File: config.mk
export PLATFORM = sky130hd
export DESIGN_NAME = streaming_sentence_segmenter
export DESIGN_NICKNAME = d
export VERILOG_FILES = /design/src/hdl/sseg_pkg.sv /design/src/hdl/streaming_sentence_segmenter.sv /design/src/hdl/sseg_ctrl.sv /design/src/hdl/sseg_dp.sv
export SDC_FILE = /design/constraint.sdc
export NUM_CORES = 2
export LEC_CHECK = 0
export ABC_AREA = 1
export BUFFER_PORTS_ARGS = -buffer_cell sky130_fd_sc_hd__buf_2
export CAP_MARGIN = 15
export CORE_MARGIN = 2
export CORE_UTILIZATION = 55
export CTS_CLUSTER_DIAMETER = 120
export CTS_CLUSTER_SIZE = 30
export DETAILED_ROUTE_END_ITERATION = 7
export PLACE_DENSITY = 0.77
export SYNTH_ARGS = -nofsm -noshare
export SYNTH_HDL_FRONTEND = slang
export SYNTH_SLANG_ARGS = --single-unit
File: constraint.sdc
create_clock -name clk -period 4.65 [get_ports clk]
set_input_delay 0.93 -clock clk [delete_from_list [all_inputs] [get_ports clk]]
set_output_delay 0.93 -clock clk [all_outputs]
set_load 0.05 [all_outputs]
File: src/hdl/sseg_pkg.sv
// Shared types, codes and character classes for the sentence segmenter.
`timescale 1ns / 1ps

package sseg_pkg;

  localparam int CP_W       = 21;
  localparam int REQ_W      = 2;
  localparam int LEN_W      = 6;
  localparam int SKIP_W     = 8;
  localparam int CMP_W      = 7;
  localparam int CFG_IDX_W  = 3;
  localparam int CFG_DATA_W = 8;

  localparam logic [REQ_W-1:0] REQ_FEED    = 2'd0;
  localparam logic [REQ_W-1:0] REQ_FLUSH   = 2'd1;
  localparam logic [REQ_W-1:0] REQ_RESTART = 2'd2;

  localparam logic [CFG_IDX_W-1:0] REG_MAX_LENGTH      = 3'd0;
  localparam logic [CFG_IDX_W-1:0] REG_MIN_LENGTH      = 3'd1;
  localparam logic [CFG_IDX_W-1:0] REG_MIN_LENGTH_FIRST = 3'd2;
  localparam logic [CFG_IDX_W-1:0] REG_SKIP_MARKS      = 3'd3;

  localparam logic [LEN_W-1:0]  MAX_LENGTH_RST       = 6'd63;
  localparam logic [LEN_W-1:0]  MIN_LENGTH_RST       = 6'd6;
  localparam logic [LEN_W-1:0]  MIN_LENGTH_FIRST_RST = 6'd4;
  localparam logic [SKIP_W-1:0] SKIP_MARKS_RST       = 8'd0;

  localparam logic [CP_W-1:0] CH_TAB   = 21'h00009;
  localparam logic [CP_W-1:0] CH_LF    = 21'h0000A;
  localparam logic [CP_W-1:0] CH_CR    = 21'h0000D;
  localparam logic [CP_W-1:0] CH_SPACE = 21'h00020;
  localparam logic [CP_W-1:0] CH_COMMA = 21'h0002C;
  localparam logic [CP_W-1:0] CH_SLASH = 21'h0002F;
  localparam logic [CP_W-1:0] CH_LT    = 21'h0003C;
  localparam logic [CP_W-1:0] CH_GT    = 21'h0003E;
  localparam logic [CP_W-1:0] CH_T     = 21'h00074;
  localparam logic [CP_W-1:0] CH_H     = 21'h00068;
  localparam logic [CP_W-1:0] CH_I     = 21'h00069;
  localparam logic [CP_W-1:0] CH_N     = 21'h0006E;
  localparam logic [CP_W-1:0] CH_K     = 21'h0006B;
  localparam logic [CP_W-1:0] CH_IDEO_STOP  = 21'h03002;
  localparam logic [CP_W-1:0] CH_IDEO_COMMA = 21'h03001;
  localparam logic [CP_W-1:0] CH_FW_EXCL    = 21'h0FF01;
  localparam logic [CP_W-1:0] CH_FW_QUEST   = 21'h0FF1F;
  localparam logic [CP_W-1:0] CH_FW_SEMI    = 21'h0FF1B;
  localparam logic [CP_W-1:0] CH_FW_COMMA   = 21'h0FF0C;
  localparam logic [CP_W-1:0] CH_FW_COLON   = 21'h0FF1A;

  localparam logic [2:0] OPEN_TAG_LEN  = 3'd7;
  localparam logic [3:0] CLOSE_TAG_LEN = 4'd8;

  typedef struct packed {
    logic [REQ_W-1:0] req_type;
    logic [CP_W-1:0]  code_point;
    logic             close_stream;
  } sseg_in_t;

  typedef struct packed {
    logic [CP_W-1:0] out_char;
    logic            sentence_last;
    logic            end_of_stream;
  } sseg_out_t;

  typedef struct packed {
    logic feed;
    logic clear;
    logic restart;
    logic inc_skip;
    logic set_first;
    logic ld_ptr;
    logic inc_ptr;
    logic rd;
    logic load_char;
    logic load_end;
  } sseg_cmd_t;

  typedef struct packed {
    logic fill_zero;
    logic ge_limit;
    logic strong_mark;
    logic weak_mark;
    logic ge_min;
    logic skip_pending;
    logic len_ok;
    logic empty;
    logic ptr_last;
    logic out_free;
  } sseg_stat_t;

  function automatic logic is_blank(input logic [CP_W-1:0] c);
    return (c == CH_SPACE) || (c == CH_TAB) || (c == CH_CR) || (c == CH_LF);
  endfunction

  function automatic logic is_strong(input logic [CP_W-1:0] c);
    return (c == CH_IDEO_STOP) || (c == CH_FW_EXCL) || (c == CH_FW_QUEST) ||
           (c == CH_FW_SEMI) || (c == CH_LF);
  endfunction

  function automatic logic is_weak(input logic [CP_W-1:0] c);
    return (c == CH_FW_COMMA) || (c == CH_IDEO_COMMA) || (c == CH_FW_COLON) ||
           (c == CH_COMMA);
  endfunction

  function automatic logic [CP_W-1:0] open_pat(input logic [2:0] idx);
    logic [CP_W-1:0] ch;
    case (idx)
      3'd0:    ch = CH_LT;
      3'd1:    ch = CH_T;
      3'd2:    ch = CH_H;
      3'd3:    ch = CH_I;
      3'd4:    ch = CH_N;
      3'd5:    ch = CH_K;
      default: ch = CH_GT;
    endcase
    return ch;
  endfunction

  function automatic logic [CP_W-1:0] close_pat(input logic [3:0] idx);
    logic [CP_W-1:0] ch;
    case (idx)
      4'd0:    ch = CH_LT;
      4'd1:    ch = CH_SLASH;
      4'd2:    ch = CH_T;
      4'd3:    ch = CH_H;
      4'd4:    ch = CH_I;
      4'd5:    ch = CH_N;
      4'd6:    ch = CH_K;
      default: ch = CH_GT;
    endcase
    return ch;
  endfunction

endpackage

File: src/hdl/streaming_sentence_segmenter.sv
// Top level of the streaming sentence segmenter.
//
//   channel | direction | handshake           | payload
//   --------+-----------+---------------------+---------------------------------
//   in_     | input     | in_valid / in_stall | sseg_in_t  (req_type, code_point,
//           |           |                     |   close_stream)
//   out_    | output    | out_valid/out_stall | sseg_out_t (out_char,
//           |           |                     |   sentence_last, end_of_stream)
//   cfg_    | input     | cfg_valid/cfg_ready | cfg_index, cfg_wdata
//
// A feed without emission passes the evaluation state, a restart stays in idle.
// An emission does a store read, then an output register load, per character;
// a closing flush adds an end marker; one request is in flight at a time.
// Reset is synchronous; no clearing pass, the store is tracked by its fill count.
// out_stall holds the load of the next character; the last transaction of a
// request may still wait in the output register while the next request enters.
`timescale 1ns / 1ps

module streaming_sentence_segmenter #(
  parameter int BUFFER_DEPTH = 63
) (
  input  logic                            clk,
  input  logic                            rst_n,
  input  logic                            in_valid,
  output logic                            in_stall,
  input  sseg_pkg::sseg_in_t              in_data,
  output logic                            out_valid,
  input  logic                            out_stall,
  output sseg_pkg::sseg_out_t             out_data,
  input  logic                            cfg_valid,
  output logic                            cfg_ready,
  input  logic [sseg_pkg::CFG_IDX_W-1:0]  cfg_index,
  input  logic [sseg_pkg::CFG_DATA_W-1:0] cfg_wdata
);

  sseg_pkg::sseg_cmd_t  cmd;
  sseg_pkg::sseg_stat_t stat;

  assign cfg_ready = 1'b1;

  sseg_ctrl u_ctrl (
    .clk      (clk),
    .rst_n    (rst_n),
    .in_valid (in_valid),
    .in_data  (in_data),
    .in_stall (in_stall),
    .stat     (stat),
    .cmd      (cmd)
  );

  sseg_dp #(
    .BUFFER_DEPTH (BUFFER_DEPTH)
  ) u_dp (
    .clk        (clk),
    .rst_n      (rst_n),
    .cfg_valid  (cfg_valid),
    .cfg_index  (cfg_index),
    .cfg_wdata  (cfg_wdata),
    .code_point (in_data.code_point),
    .cmd        (cmd),
    .stat       (stat),
    .out_valid  (out_valid),
    .out_stall  (out_stall),
    .out_data   (out_data)
  );

endmodule

File: src/hdl/sseg_ctrl.sv
// Segmenter controller: request decode, emission decision and streaming sequence.
`timescale 1ns / 1ps

module sseg_ctrl (
  input  logic                clk,
  input  logic                rst_n,
  input  logic                in_valid,
  input  sseg_pkg::sseg_in_t  in_data,
  output logic                in_stall,
  input  sseg_pkg::sseg_stat_t stat,
  output sseg_pkg::sseg_cmd_t  cmd
);

  localparam logic [2:0] S_IDLE = 3'd0;
  localparam logic [2:0] S_EVAL = 3'd1;
  localparam logic [2:0] S_RD   = 3'd2;
  localparam logic [2:0] S_LD   = 3'd3;
  localparam logic [2:0] S_ENDM = 3'd4;

  logic [2:0] state_r, state_nxt;
  logic       flush_r, flush_nxt;
  logic       fend_r, fend_nxt;
  logic       frc;
  logic       trig;
  logic [2:0] after_state;

  assign in_stall    = (state_r != S_IDLE);
  assign after_state = (flush_r && fend_r) ? S_ENDM : S_IDLE;

  always_comb begin
    cmd       = '0;
    state_nxt = state_r;
    flush_nxt = flush_r;
    fend_nxt  = fend_r;
    frc       = flush_r || stat.ge_limit;
    trig      = 1'b0;
    unique case (state_r)
      S_IDLE: begin
        if (in_valid) begin
          unique case (in_data.req_type)
            sseg_pkg::REQ_FEED: begin
              cmd.feed  = 1'b1;
              flush_nxt = 1'b0;
              fend_nxt  = 1'b0;
              state_nxt = S_EVAL;
            end
            sseg_pkg::REQ_FLUSH: begin
              flush_nxt = 1'b1;
              fend_nxt  = in_data.close_stream;
              state_nxt = S_EVAL;
            end
            sseg_pkg::REQ_RESTART: begin
              cmd.clear   = 1'b1;
              cmd.restart = 1'b1;
            end
            default: ;
          endcase
        end
      end
      S_EVAL: begin
        if (frc) begin
          trig = 1'b1;
        end else if (stat.strong_mark || (stat.weak_mark && stat.ge_min)) begin
          if (stat.skip_pending) begin
            cmd.inc_skip = 1'b1;
          end else begin
            trig = 1'b1;
          end
        end
        state_nxt = after_state;
        if (trig && !stat.fill_zero && (frc || stat.len_ok)) begin
          if (stat.empty) begin
            cmd.clear = 1'b1;
          end else begin
            cmd.ld_ptr = 1'b1;
            state_nxt  = S_RD;
          end
        end
      end
      S_RD: begin
        cmd.rd    = 1'b1;
        state_nxt = S_LD;
      end
      S_LD: begin
        if (stat.out_free) begin
          cmd.load_char = 1'b1;
          cmd.inc_ptr   = 1'b1;
          if (stat.ptr_last) begin
            cmd.set_first = 1'b1;
            cmd.clear     = 1'b1;
            state_nxt     = after_state;
          end else begin
            state_nxt = S_RD;
          end
        end
      end
      S_ENDM: begin
        if (stat.out_free) begin
          cmd.load_end = 1'b1;
          state_nxt    = S_IDLE;
        end
      end
      default: state_nxt = S_IDLE;
    endcase
  end

  always_ff @(posedge clk) begin
    if (!rst_n) begin
      state_r <= S_IDLE;
      flush_r <= 1'b0;
      fend_r  <= 1'b0;
    end else begin
      state_r <= state_nxt;
      flush_r <= flush_nxt;
      fend_r  <= fend_nxt;
    end
  end

endmodule

File: src/hdl/sseg_dp.sv
// Segmenter datapath: config registers, character store, trim and tag tracking, output register.
`timescale 1ns / 1ps

module sseg_dp #(
  parameter int BUFFER_DEPTH = 63
) (
  input  logic                                clk,
  input  logic                                rst_n,
  input  logic                                cfg_valid,
  input  logic [sseg_pkg::CFG_IDX_W-1:0]      cfg_index,
  input  logic [sseg_pkg::CFG_DATA_W-1:0]     cfg_wdata,
  input  logic [sseg_pkg::CP_W-1:0]           code_point,
  input  sseg_pkg::sseg_cmd_t                 cmd,
  output sseg_pkg::sseg_stat_t                stat,
  output logic                                out_valid,
  input  logic                                out_stall,
  output sseg_pkg::sseg_out_t                 out_data
);

  localparam int CNT_W  = $clog2(BUFFER_DEPTH + 1);
  localparam int ADDR_W = $clog2(BUFFER_DEPTH);
  localparam int CP_W   = sseg_pkg::CP_W;
  localparam int CMP_W  = sseg_pkg::CMP_W;
  localparam int LEN_W  = sseg_pkg::LEN_W;
  localparam int SKIP_W = sseg_pkg::SKIP_W;

  logic [LEN_W-1:0]  max_len_r, min_len_r, min_first_r;
  logic [SKIP_W-1:0] skip_lim_r, skipped_r;
  logic              first_done_r;

  logic [CP_W-1:0]   mem [BUFFER_DEPTH];
  logic [CP_W-1:0]   rd_data_r;

  logic [CNT_W-1:0]  fill_r;
  logic [ADDR_W-1:0] first_pos_r, last_pos_r, ptr_r;
  logic              has_r;
  logic [2:0]        open_r;
  logic [3:0]        close_r;
  logic              tag_r;
  logic              strong_r, weak_r;

  logic [3:0]        open_nxt;
  logic [4:0]        close_nxt;
  logic              open_hit, close_hit;

  logic              out_valid_r;
  sseg_pkg::sseg_out_t out_data_r;

  logic [CMP_W-1:0]  fill_ext, min_req, len;
  logic [ADDR_W-1:0] wr_addr;

  assign wr_addr  = fill_r[ADDR_W-1:0];
  assign fill_ext = CMP_W'(fill_r);
  assign min_req  = CMP_W'(first_done_r ? min_len_r : min_first_r);
  assign len      = has_r ? (CMP_W'(last_pos_r) - CMP_W'(first_pos_r) + CMP_W'(1)) : '0;

  always_comb begin
    if ((open_r < sseg_pkg::OPEN_TAG_LEN) && (code_point == sseg_pkg::open_pat(open_r))) begin
      open_nxt = {1'b0, open_r} + 4'd1;
    end else begin
      open_nxt = (code_point == sseg_pkg::CH_LT) ? 4'd1 : 4'd0;
    end
    if ((close_r < sseg_pkg::CLOSE_TAG_LEN) &&
        (code_point == sseg_pkg::close_pat(close_r))) begin
      close_nxt = {1'b0, close_r} + 5'd1;
    end else begin
      close_nxt = (code_point == sseg_pkg::CH_LT) ? 5'd1 : 5'd0;
    end
    open_hit  = (open_nxt == {1'b0, sseg_pkg::OPEN_TAG_LEN});
    close_hit = (close_nxt == {1'b0, sseg_pkg::CLOSE_TAG_LEN});
  end

  always_comb begin
    stat.fill_zero    = (fill_r == '0);
    stat.ge_limit     = (fill_ext >= CMP_W'(max_len_r)) ||
                        (fill_r >= CNT_W'(BUFFER_DEPTH));
    stat.strong_mark  = strong_r;
    stat.weak_mark    = weak_r;
    stat.ge_min       = (fill_ext >= min_req);
    stat.skip_pending = (skipped_r < skip_lim_r);
    stat.len_ok       = (len >= min_req);
    stat.empty        = (len == '0) || tag_r;
    stat.ptr_last     = (ptr_r == last_pos_r);
    stat.out_free     = !out_valid_r || !out_stall;
  end

  // configuration
  always_ff @(posedge clk) begin
    if (!rst_n) begin
      max_len_r   <= sseg_pkg::MAX_LENGTH_RST;
      min_len_r   <= sseg_pkg::MIN_LENGTH_RST;
      min_first_r <= sseg_pkg::MIN_LENGTH_FIRST_RST;
      skip_lim_r  <= sseg_pkg::SKIP_MARKS_RST;
    end else if (cfg_valid) begin
      unique case (cfg_index)
        sseg_pkg::REG_MAX_LENGTH:       max_len_r   <= cfg_wdata[LEN_W-1:0];
        sseg_pkg::REG_MIN_LENGTH:       min_len_r   <= cfg_wdata[LEN_W-1:0];
        sseg_pkg::REG_MIN_LENGTH_FIRST: min_first_r <= cfg_wdata[LEN_W-1:0];
        sseg_pkg::REG_SKIP_MARKS:       skip_lim_r  <= cfg_wdata;
        default: ;
      endcase
    end
  end

  // character store
  always_ff @(posedge clk) begin
    if (cmd.feed) begin
      mem[wr_addr] <= code_point;
    end
    if (cmd.rd) begin
      rd_data_r <= mem[ptr_r];
    end
  end

  // store bookkeeping and session state
  always_ff @(posedge clk) begin
    if (!rst_n) begin
      fill_r       <= '0;
      first_pos_r  <= '0;
      last_pos_r   <= '0;
      has_r        <= 1'b0;
      open_r       <= '0;
      close_r      <= '0;
      tag_r        <= 1'b0;
      strong_r     <= 1'b0;
      weak_r       <= 1'b0;
      skipped_r    <= '0;
      first_done_r <= 1'b0;
      ptr_r        <= '0;
    end else begin
      if (cmd.feed) begin
        fill_r   <= fill_r + CNT_W'(1);
        strong_r <= sseg_pkg::is_strong(code_point);
        weak_r   <= sseg_pkg::is_weak(code_point);
        if (!sseg_pkg::is_blank(code_point)) begin
          if (!has_r) begin
            first_pos_r <= wr_addr;
          end
          last_pos_r <= wr_addr;
          has_r      <= 1'b1;
        end
        open_r  <= open_hit ? 3'd0 : open_nxt[2:0];
        close_r <= close_hit ? 4'd0 : close_nxt[3:0];
        if (open_hit || close_hit) begin
          tag_r <= 1'b1;
        end
      end
      if (cmd.clear) begin
        fill_r      <= '0;
        first_pos_r <= '0;
        last_pos_r  <= '0;
        has_r       <= 1'b0;
        open_r      <= '0;
        close_r     <= '0;
        tag_r       <= 1'b0;
      end
      if (cmd.inc_skip) begin
        skipped_r <= skipped_r + SKIP_W'(1);
      end
      if (cmd.set_first) begin
        first_done_r <= 1'b1;
      end
      if (cmd.restart) begin
        skipped_r    <= '0;
        first_done_r <= 1'b0;
      end
      if (cmd.ld_ptr) begin
        ptr_r <= first_pos_r;
      end else if (cmd.inc_ptr) begin
        ptr_r <= ptr_r + ADDR_W'(1);
      end
    end
  end

  // output register
  always_ff @(posedge clk) begin
    if (!rst_n) begin
      out_valid_r <= 1'b0;
    end else if (cmd.load_char || cmd.load_end) begin
      out_valid_r <= 1'b1;
    end else if (!out_stall) begin
      out_valid_r <= 1'b0;
    end
  end

  always_ff @(posedge clk) begin
    if (cmd.load_char) begin
      out_data_r.out_char      <= rd_data_r;
      out_data_r.sentence_last <= (ptr_r == last_pos_r);
      out_data_r.end_of_stream <= 1'b0;
    end else if (cmd.load_end) begin
      out_data_r.out_char      <= '0;
      out_data_r.sentence_last <= 1'b1;
      out_data_r.end_of_stream <= 1'b1;
    end
  end

  assign out_valid = out_valid_r;
  assign out_data  = out_data_r;

`ifndef ASSERT_OFF
  a_load_free: assert property (@(posedge clk) disable iff (!rst_n)
    (cmd.load_char || cmd.load_end) |-> (!out_valid_r || !out_stall))
    else $error("output register overwritten while a transaction is pending");
  a_pos_order: assert property (@(posedge clk) disable iff (!rst_n)
    has_r |-> (first_pos_r <= last_pos_r))
    else $error("content positions out of order");
  a_no_overflow: assert property (@(posedge clk) disable iff (!rst_n)
    cmd.feed |-> (fill_r < CNT_W'(BUFFER_DEPTH)))
    else $error("feed into a full store");
  a_rd_content: assert property (@(posedge clk) disable iff (!rst_n)
    cmd.rd |-> (has_r && !tag_r))
    else $error("store read without content to stream");
`endif

endmodule

-- Yosys cells after proc, flatten, opt, wreduce, memory -nomap -nowiden
Memories as Yosys holds them, arrays and structs flattened. A register that Yosys moved wholly into a read port is not among the register bits.
Cells that the tools add are included.
Widths: inputs -> output; s select.
- register bits after elaboration: 99
- bits in latches: 0
- memories: 1
- memory bits (read-only): 0
- bits in writable memories: 1323
- output and inout bits: 26
- input bits: 40
- memory list (memory ; depth ; bits a word ; read ports ; clocked after Yosys merged registers in ; wr ports ; line ; source):
    u_dp.mem ; 63 ; 21 ; 1 ; 1 ; 1 ; sseg_dp.sv:31 ; logic [CP_W-1:0] mem [BUFFER_DEPTH];
- div/mod/pow operators: 0
- reduce and logical (&&, ||, !) cells: 50
- multiply operators: 0
- bitwise operators: 3
- mux-type cells: 55
- order comparisons: 7
- add/sub/neg operators: 7
- equal/unequal tests: 43
- shifts and indexed selects: 0
- operators with widths (kind ; count):
    $eq 21x16->1 const B ; 5
    $eq 21x4->1 const B ; 3
    $eq 21x6->1 const B ; 3
    $pmux 7 s7 ; 1
    $mux 23 ; 2
    $eq 21x14->1 const B ; 2
    $eq 21x7->1 ; 2
    $pmux 7 s6 ; 1
    $mux 3 ; 10
    $mux 1 ; 29
    $eq 3x2->1 const B ; 6
    $logic_or 1x1->1 ; 18
    $mux 6 ; 3
    $eq 4x3->1 const B ; 4
    $pmux 3 s5 ; 1
    $add 6x1->6 const B ; 2
    $reduce_and 2->1 ; 6
    $eq 3x1->1 const B ; 3
    $eq 3x3->1 const B ; 3
    $logic_not 3->1 ; 3
    $add 8x1->8 const B ; 1
    $eq 4x2->1 const B ; 2
    $lt 8x8->1 ; 1
    $mux 4 ; 2
    34 further kinds ; 52

-- Depth between registers and ports, before layout
- word-level depth: 12
- depth in mapped cells: 25

-- Modules after synthesis
Synthesis repeated with hierarchy kept, for this count alone.
- cells, all modules: 4681
- area, all modules: 58341.0 sq um
- by module, submodules not included (module ; cells each ; seq. area each (sq um) ; area an instance (sq um) ; times used):
    sseg_dp ; 4607 ; 42460.7 ; 57926.8 ; 1
    sseg_ctrl ; 72 ; 100.1 ; 402.9 ; 1
    streaming_sentence_segmenter ; 2 ; 0.0 ; 11.3 ; 1

-- Least setup slack after synthesis
OpenSTA, ideal clock, no wires.
- path kind: input to register
- from: input in_valid
- to: memory u_dp.mem[10][0], enable pin
- stages on the path: 10
- data required time: 4251 ps
- path slack: 1452 ps
- setup time: 399 ps
- path buffers: 0
- data arrival time: 2799 ps
- cells stage by stage: inv_1 nor2_1 inv_1 nor2_4 inv_2 nor2_8 inv_2 nor2_2 nand3_1 nor2_1
- longest elaborated chain between the ends: 4
- RTL lines (element ; line ; source):
    start, declared ; streaming_sentence_segmenter.sv:24 ; input logic in_valid,
    $mux 3 ; sseg_ctrl.sv:39 ; if (in_valid) begin
    $mux 1 ; sseg_ctrl.sv:37 ; unique case (state_r)
    $mux 1 ; sseg_dp.sv:107 ; if (cmd.feed) begin
    $mux 1 (implied by the code) ; sseg_dp.sv:108 ; mem[wr_addr] <= code_point;
    end, declared ; sseg_dp.sv:31 ;
No other way between the ends.

-- Worst setup path in the final report
- from: register u_dp.last_pos_r[1]
- to: register u_dp.has_r
- longest elaborated chain between the ends: 9
- RTL lines (element ; line ; source):
    start, declared ; sseg_dp.sv:35 ; logic [ADDR_W-1:0] first_pos_r, last_pos_r, ptr_r;
    start signal, assigned ; sseg_dp.sv:139 ; last_pos_r <= wr_addr;
    $sub 6x6->7 ; sseg_dp.sv:55 ; assign len = has_r ? (CMP_W'(last_pos_r) - CMP_W'(first_pos_r) + CMP_W'(1)) : '0;
    $add 7x1->7 ; sseg_dp.sv:55 ;
    $mux 7 ; sseg_dp.sv:55 ;
    $ge 7x7->1 or $logic_not 7->1 (tied branches) ; sseg_dp.sv:81, sseg_dp.sv:82 ;
    $logic_or 1x1->1 (on tied branches) ; sseg_ctrl.sv:71, sseg_dp.sv:82 ;
    $logic_and 1x1->1 or $mux 1 (tied branches) ; sseg_ctrl.sv:71, sseg_ctrl.sv:72 ;
    $mux 1 ; sseg_ctrl.sv:71 ; if (trig && !stat.fill_zero && (frc || stat.len_ok)) begin
    $pmux 1 s3 (*) ; sseg_ctrl.sv:37 ;
    $reduce_or 2->1 (no line) (*) ; n/a ;
    end signal, assigned ; sseg_dp.sv:121 ; has_r <= 1'b0;
    end signal, assigned ; sseg_dp.sv:140 ; has_r <= 1'b1;
    end signal, assigned ; sseg_dp.sv:152 ; has_r <= 1'b0;
    end, declared ; sseg_dp.sv:36 ; logic has_r;
Mark *: on every way between the ends. The rest lies on a longest branch, timed or not.
A chain may end at the register's enable or synchronous reset.

==> flow_summary.rst <==
.. list-table::
   :header-rows: 1

   * - Metric
     - Value
   * - Sum of net half-perimeters after detailed placement
     - 94.61 mm
   * - Net switching power
     - 4.212 mW
   * - Mux contribution to synthesized area
     - 0.08565%
   * - Buffer depth of the longest clock path
     - 3
   * - Wirelength, routed
     - 159.6 mm
   * - Total power after layout
     - 20.78 mW
   * - Final weighted congestion in routability-driven placement
     - 0.9235
   * - Run status
     - finished, final reports clean
   * - Clock transition at the registers of the reported paths
     - 0.11 ns
   * - Wirelength per Cell
     - 26.37 um
   * - Grt total ovfl
     - 0
   * - Number of buffer cells added on primary ports
     - 64
   * - Avg Vias per Cell
     - 6.462
   * - Fraction of synthesis flops using an asynchronous set or reset pin
     - 0%
   * - Top FF cell, synth
     - sky130_fd_sc_hd__edfxtp_1
   * - Reg area
     - 42570 um^2
   * - Number of clock buffers inserted by TritonCTS
     - 54
   * - Transition time at the pin with the least slew margin
     - 1.136 ns
   * - Post-synthesis average cell area
     - 12.50 um^2
   * - Fill cell count
     - 8046
   * - Post-layout net count
     - 4736
   * - Library cell occupying the most area in the post-synthesis netlist
     - sky130_fd_sc_hd__edfxtp_1
   * - Global Route Usage Sum
     - 28.96%
   * - Clock power share
     - 28.7%
   * - Post-CTS Setup Bufs
     - 0
   * - Site row count
     - 119
   * - Critical Path Start Type
     - flip-flop
   * - Count of instances resized after the clock tree is built
     - 0
   * - Combined area of the multi-input logic cells
     - 14080 um^2
   * - DRC violations left
     - 0
   * - Part of the total power dissipated in sequential elements
     - 68.4%
   * - Antenna violation net count after detailed routing
     - 0
   * - Area contributors post-synth
     - sky130_fd_sc_hd__edfxtp_1 70%, sky130_fd_sc_hd__o21ai_0 5.9%, sky130_fd_sc_hd__nor2_1 5.4%
   * - Die Outline Area
     - 108900 um^2
   * - Fraction of synthesized cell area in xor and xnor cells
     - 0.2248%
   * - Clock Root Buffer
     - sky130_fd_sc_hd__clkbuf_16
   * - Maximum level of the CTS H-tree
     - 2
   * - Clock insertion delay at the later pin of the skew report
     - 0.69 ns
   * - Largest driver fanout on the critical path
     - 27
   * - Post-synth EDFFs
     - 1366
   * - Proportion of total power due to net switching
     - 20.27%
   * - Post-Synthesis Cells
     - 4673
   * - Number of hold-repair buffers added at the cts stage
     - 0
   * - Placed instance count
     - 5979
   * - Slew margin rel.
     - 24.30%
   * - Internal power contribution
     - 16.57 mW
   * - Adder and majority gate portion of the synthesized area
     - 1.105%
   * - Final worst-path cycle share
     - 76.02%
   * - Fraction of layout instances using a drive strength above 1
     - 8.586%
   * - Total via count in the routed design
     - 39105
   * - Minimum setup slack after placement
     - 1.121 ns
   * - Worst setup path category
     - flip-flop to flip-flop
   * - Unrepaired setup endpoints after global routing
     - no
   * - Peak supply drop
     - 0.4468 mV
   * - Final worst slack
     - 1.115 ns
   * - Non-filler cells, final
     - 6052
   * - Combinational share of power
     - 2.9%
   * - Endpoint class of the critical path
     - flip-flop
   * - Top-area cell type share of the netlist area
     - 70.20%
   * - Area delta synth->final
     - 6.319%
   * - Part of the Yosys area used for sequential elements
     - 72.84%
   * - Endpoints failing setup
     - 0
   * - Top-level port count
     - 66
   * - Data required time of the critical path
     - 5.26 ns
   * - Total iterations of the first detailed-routing run
     - 8
   * - Chip height
     - 329.9 um
   * - Largest net degree at the start of global routing
     - 177
   * - Global-route wire length before repair
     - 233.3 mm
   * - Final sum of negative setup slack
     - 0 ns
   * - Clock tree from TritonCTS
     - done
   * - Combinational family with the most area after synthesis
     - compound AO/OA/AOI/OAI gates
   * - Initial antenna violation count
     - 8
   * - Synth Area in Compound Gates
     - 12.25%
   * - Synthesized flop and latch total
     - 1443
   * - Highest achievable clock rate
     - 282.9 MHz
   * - Post-route minimum period
     - 3.535 ns
   * - Synth unique cells
     - 59
   * - Power Dens Cells
     - 334.5 nW/um^2
   * - HP Class
     - flip-flop to flip-flop
   * - Yosys warns
     - 0
   * - Pins over their slew limit
     - 0
   * - Number of global-route vias before repair
     - 36499
   * - Initial core utilization
     - 55.51%
   * - Leak pwr
     - 20.27 nW
   * - CORE AREA
     - 105300 um^2
   * - Hold Vio Cnt, Final
     - 0
   * - Max cap viols
     - 0
   * - Net count of the mapped netlist
     - 4764
   * - Post-Synth Simple-Gate Area
     - 10.15%
   * - Synthesized cell area
     - 58430 um^2
   * - Arr. time, crit path
     - 4.15 ns
   * - CTS Sinks
     - 1443
   * - Die width
     - 329.9 um
   * - Iteration-0 DRC Markers
     - 6814
   * - Skew final
     - 0.02476 ns
## path summary, 6_finish.rpt
path / start / end / slack [ns] / cells after the start
min: u_dp.skip_lim_r[0] / u_dp.skip_lim_r[0] / 0.46 / 2
max: u_dp.last_pos_r[1] / u_dp.has_r / 1.12 / 23
min reg2reg: u_dp.skip_lim_r[0] / u_dp.skip_lim_r[0] / 0.46 / 2
max reg2reg: u_dp.last_pos_r[1] / u_dp.has_r / 1.12 / 23
## placed cells by master (no fill, tap or decap), drive strengths merged, types with 2 or more instances in the layout
master / n
inv: 166
mux2i: 5
nor4: 6
o21ai: 733
clkinv: 2
clkbuf: 67
a211oi: 2
nand4: 44
nor3: 15
diode: 2
a21oi: 86
a221o: 2
o22ai: 216
o21a: 4
or2: 6
dfxtp: 77
a31oi: 19
buf: 216
and3: 3
edfxtp: 1366
xnor2: 3
a32o: 2
a221oi: 6
xor2: 12
nand3: 146
a21o: 2
a22o: 4
o31ai: 5
o211ai: 67
nand2: 372
nor2: 854
o221ai: 91
ha: 50
## power by group through the flow
stage	logic (mW)	registers, mW	clock network [mW]
2_1_floorplan	0.206	14.5	0
4_1_cts	0.581	14.2	5.98
3_3_place_gp	0.568	14.5	0
6_report	0.597	14.2	5.96
5_1_grt	0.636	14.2	6.39
3_5_place_dp	0.580	14.5	0
## kinds of logic after synthesis
group | Yosys count
other | 1
buffers and inverters | 466
XOR/XNOR | 15
AO/OA/AOI/OAI | 1245
flip-flops | 1443
adder cells (fa/ha/maj) | 51
AND/OR/NAND/NOR | 1447
multiplexers | 5
## stage by stage
stage	area, um^2	util (%)	hold slack, ns
2_1_floorplan	58430	-	0.4204
3_3_place_gp	60620	57.58	0.4387
3_5_place_dp	60620	57.58	0.4464
4_1_cts	62110	59.01	0.4643
5_1_grt	62120	59.01	0.4899
6_report	62120	59.01	0.4589
## per-layer routing
layer	share of wire (%)	wire [um]	vias up	global-route usage, %
met5	0	0	-	0
met4	5.4	8620	0	13.73
met3	13	20190	374	5.453
met2	45	72490	2658	44.47
met1	37	58300	19046	40.36
li1	-	-	17027	-
## final cells by class
cell class                 instances  share of cell area (%)
clock buffer                      67                   2.356
antenna                            2                0.008056
multi-input combinational       2764                   22.67
tap                             1391                   2.802
timing repair buffer             216                   2.550
clock inverter                     3                 0.05237
inverter                         166                   1.029
sequential                      1443                   68.53
## registers in the layout (all words and copies together) (netlist names), 3 cells and up
| signal | cells |
|---|---|
| u_ctrl.state_r | 3 |
| u_dp.close_r | 4 |
| u_dp.fill_r | 6 |
| u_dp.first_pos_r | 6 |
| u_dp.last_pos_r | 6 |
| u_dp.max_len_r | 6 |
| u_dp.mem | 1323 |
| u_dp.min_first_r | 6 |
| u_dp.min_len_r | 6 |
| u_dp.open_r | 3 |
| u_dp.out_data | 23 |
| u_dp.ptr_r | 6 |
| u_dp.rd_data_r | 21 |
| u_dp.skip_lim_r | 8 |
| u_dp.skipped_r | 8 |
## synthesized netlist by cell type, types with 4 or more instances
master,n
sky130_fd_sc_hd__a21oi_1,85
sky130_fd_sc_hd__a221oi_1,6
sky130_fd_sc_hd__a22o_1,4
sky130_fd_sc_hd__a31oi_1,19
sky130_fd_sc_hd__buf_1,14
sky130_fd_sc_hd__buf_2,87
sky130_fd_sc_hd__buf_4,15
sky130_fd_sc_hd__buf_6,5
sky130_fd_sc_hd__clkbuf_1,178
sky130_fd_sc_hd__dfxtp_1,77
sky130_fd_sc_hd__edfxtp_1,1366
sky130_fd_sc_hd__ha_1,50
sky130_fd_sc_hd__inv_1,149
sky130_fd_sc_hd__inv_2,17
sky130_fd_sc_hd__mux2i_1,5
sky130_fd_sc_hd__nand2_1,362
sky130_fd_sc_hd__nand2_2,10
sky130_fd_sc_hd__nand3_1,145
sky130_fd_sc_hd__nand4_1,40
sky130_fd_sc_hd__nor2_1,841
sky130_fd_sc_hd__nor2_2,8
sky130_fd_sc_hd__nor2_4,4
sky130_fd_sc_hd__nor3_1,12
sky130_fd_sc_hd__nor4_1,6
sky130_fd_sc_hd__o211ai_1,67
sky130_fd_sc_hd__o21a_1,4
sky130_fd_sc_hd__o21ai_0,694
sky130_fd_sc_hd__o21ai_1,38
sky130_fd_sc_hd__o221ai_1,91
sky130_fd_sc_hd__o22ai_1,216
sky130_fd_sc_hd__o31ai_1,4
sky130_fd_sc_hd__or2_1,4
sky130_fd_sc_hd__xor2_1,12
## worst max-delay path, cell delays in order (launching register included)
cell and delay, ns:
sky130_fd_sc_hd__dfxtp_1 0.35, sky130_fd_sc_hd__inv_1 0.07, sky130_fd_sc_hd__ha_1 0.28, sky130_fd_sc_hd__inv_1 0.05, sky130_fd_sc_hd__ha_1 0.17, sky130_fd_sc_hd__inv_1 0.07
sky130_fd_sc_hd__fa_1 0.41, sky130_fd_sc_hd__inv_1 0.09, sky130_fd_sc_hd__nand2_1 0.06, sky130_fd_sc_hd__nand2_1 0.08, sky130_fd_sc_hd__a21o_1 0.11, sky130_fd_sc_hd__nand2_1 0.04
sky130_fd_sc_hd__nand3_1 0.06, sky130_fd_sc_hd__inv_1 0.06, sky130_fd_sc_hd__ha_1 0.28, sky130_fd_sc_hd__nand4_1 0.09, sky130_fd_sc_hd__nand2_1 0.05, sky130_fd_sc_hd__nor2_1 0.12
sky130_fd_sc_hd__nand2_1 0.06, sky130_fd_sc_hd__nand3_1 0.08, sky130_fd_sc_hd__nand2_2 0.08, sky130_fd_sc_hd__nand4_2 0.11, sky130_fd_sc_hd__nand4_4 0.37, sky130_fd_sc_hd__a21oi_1 0.28
(Power assumes the default switching activity.)
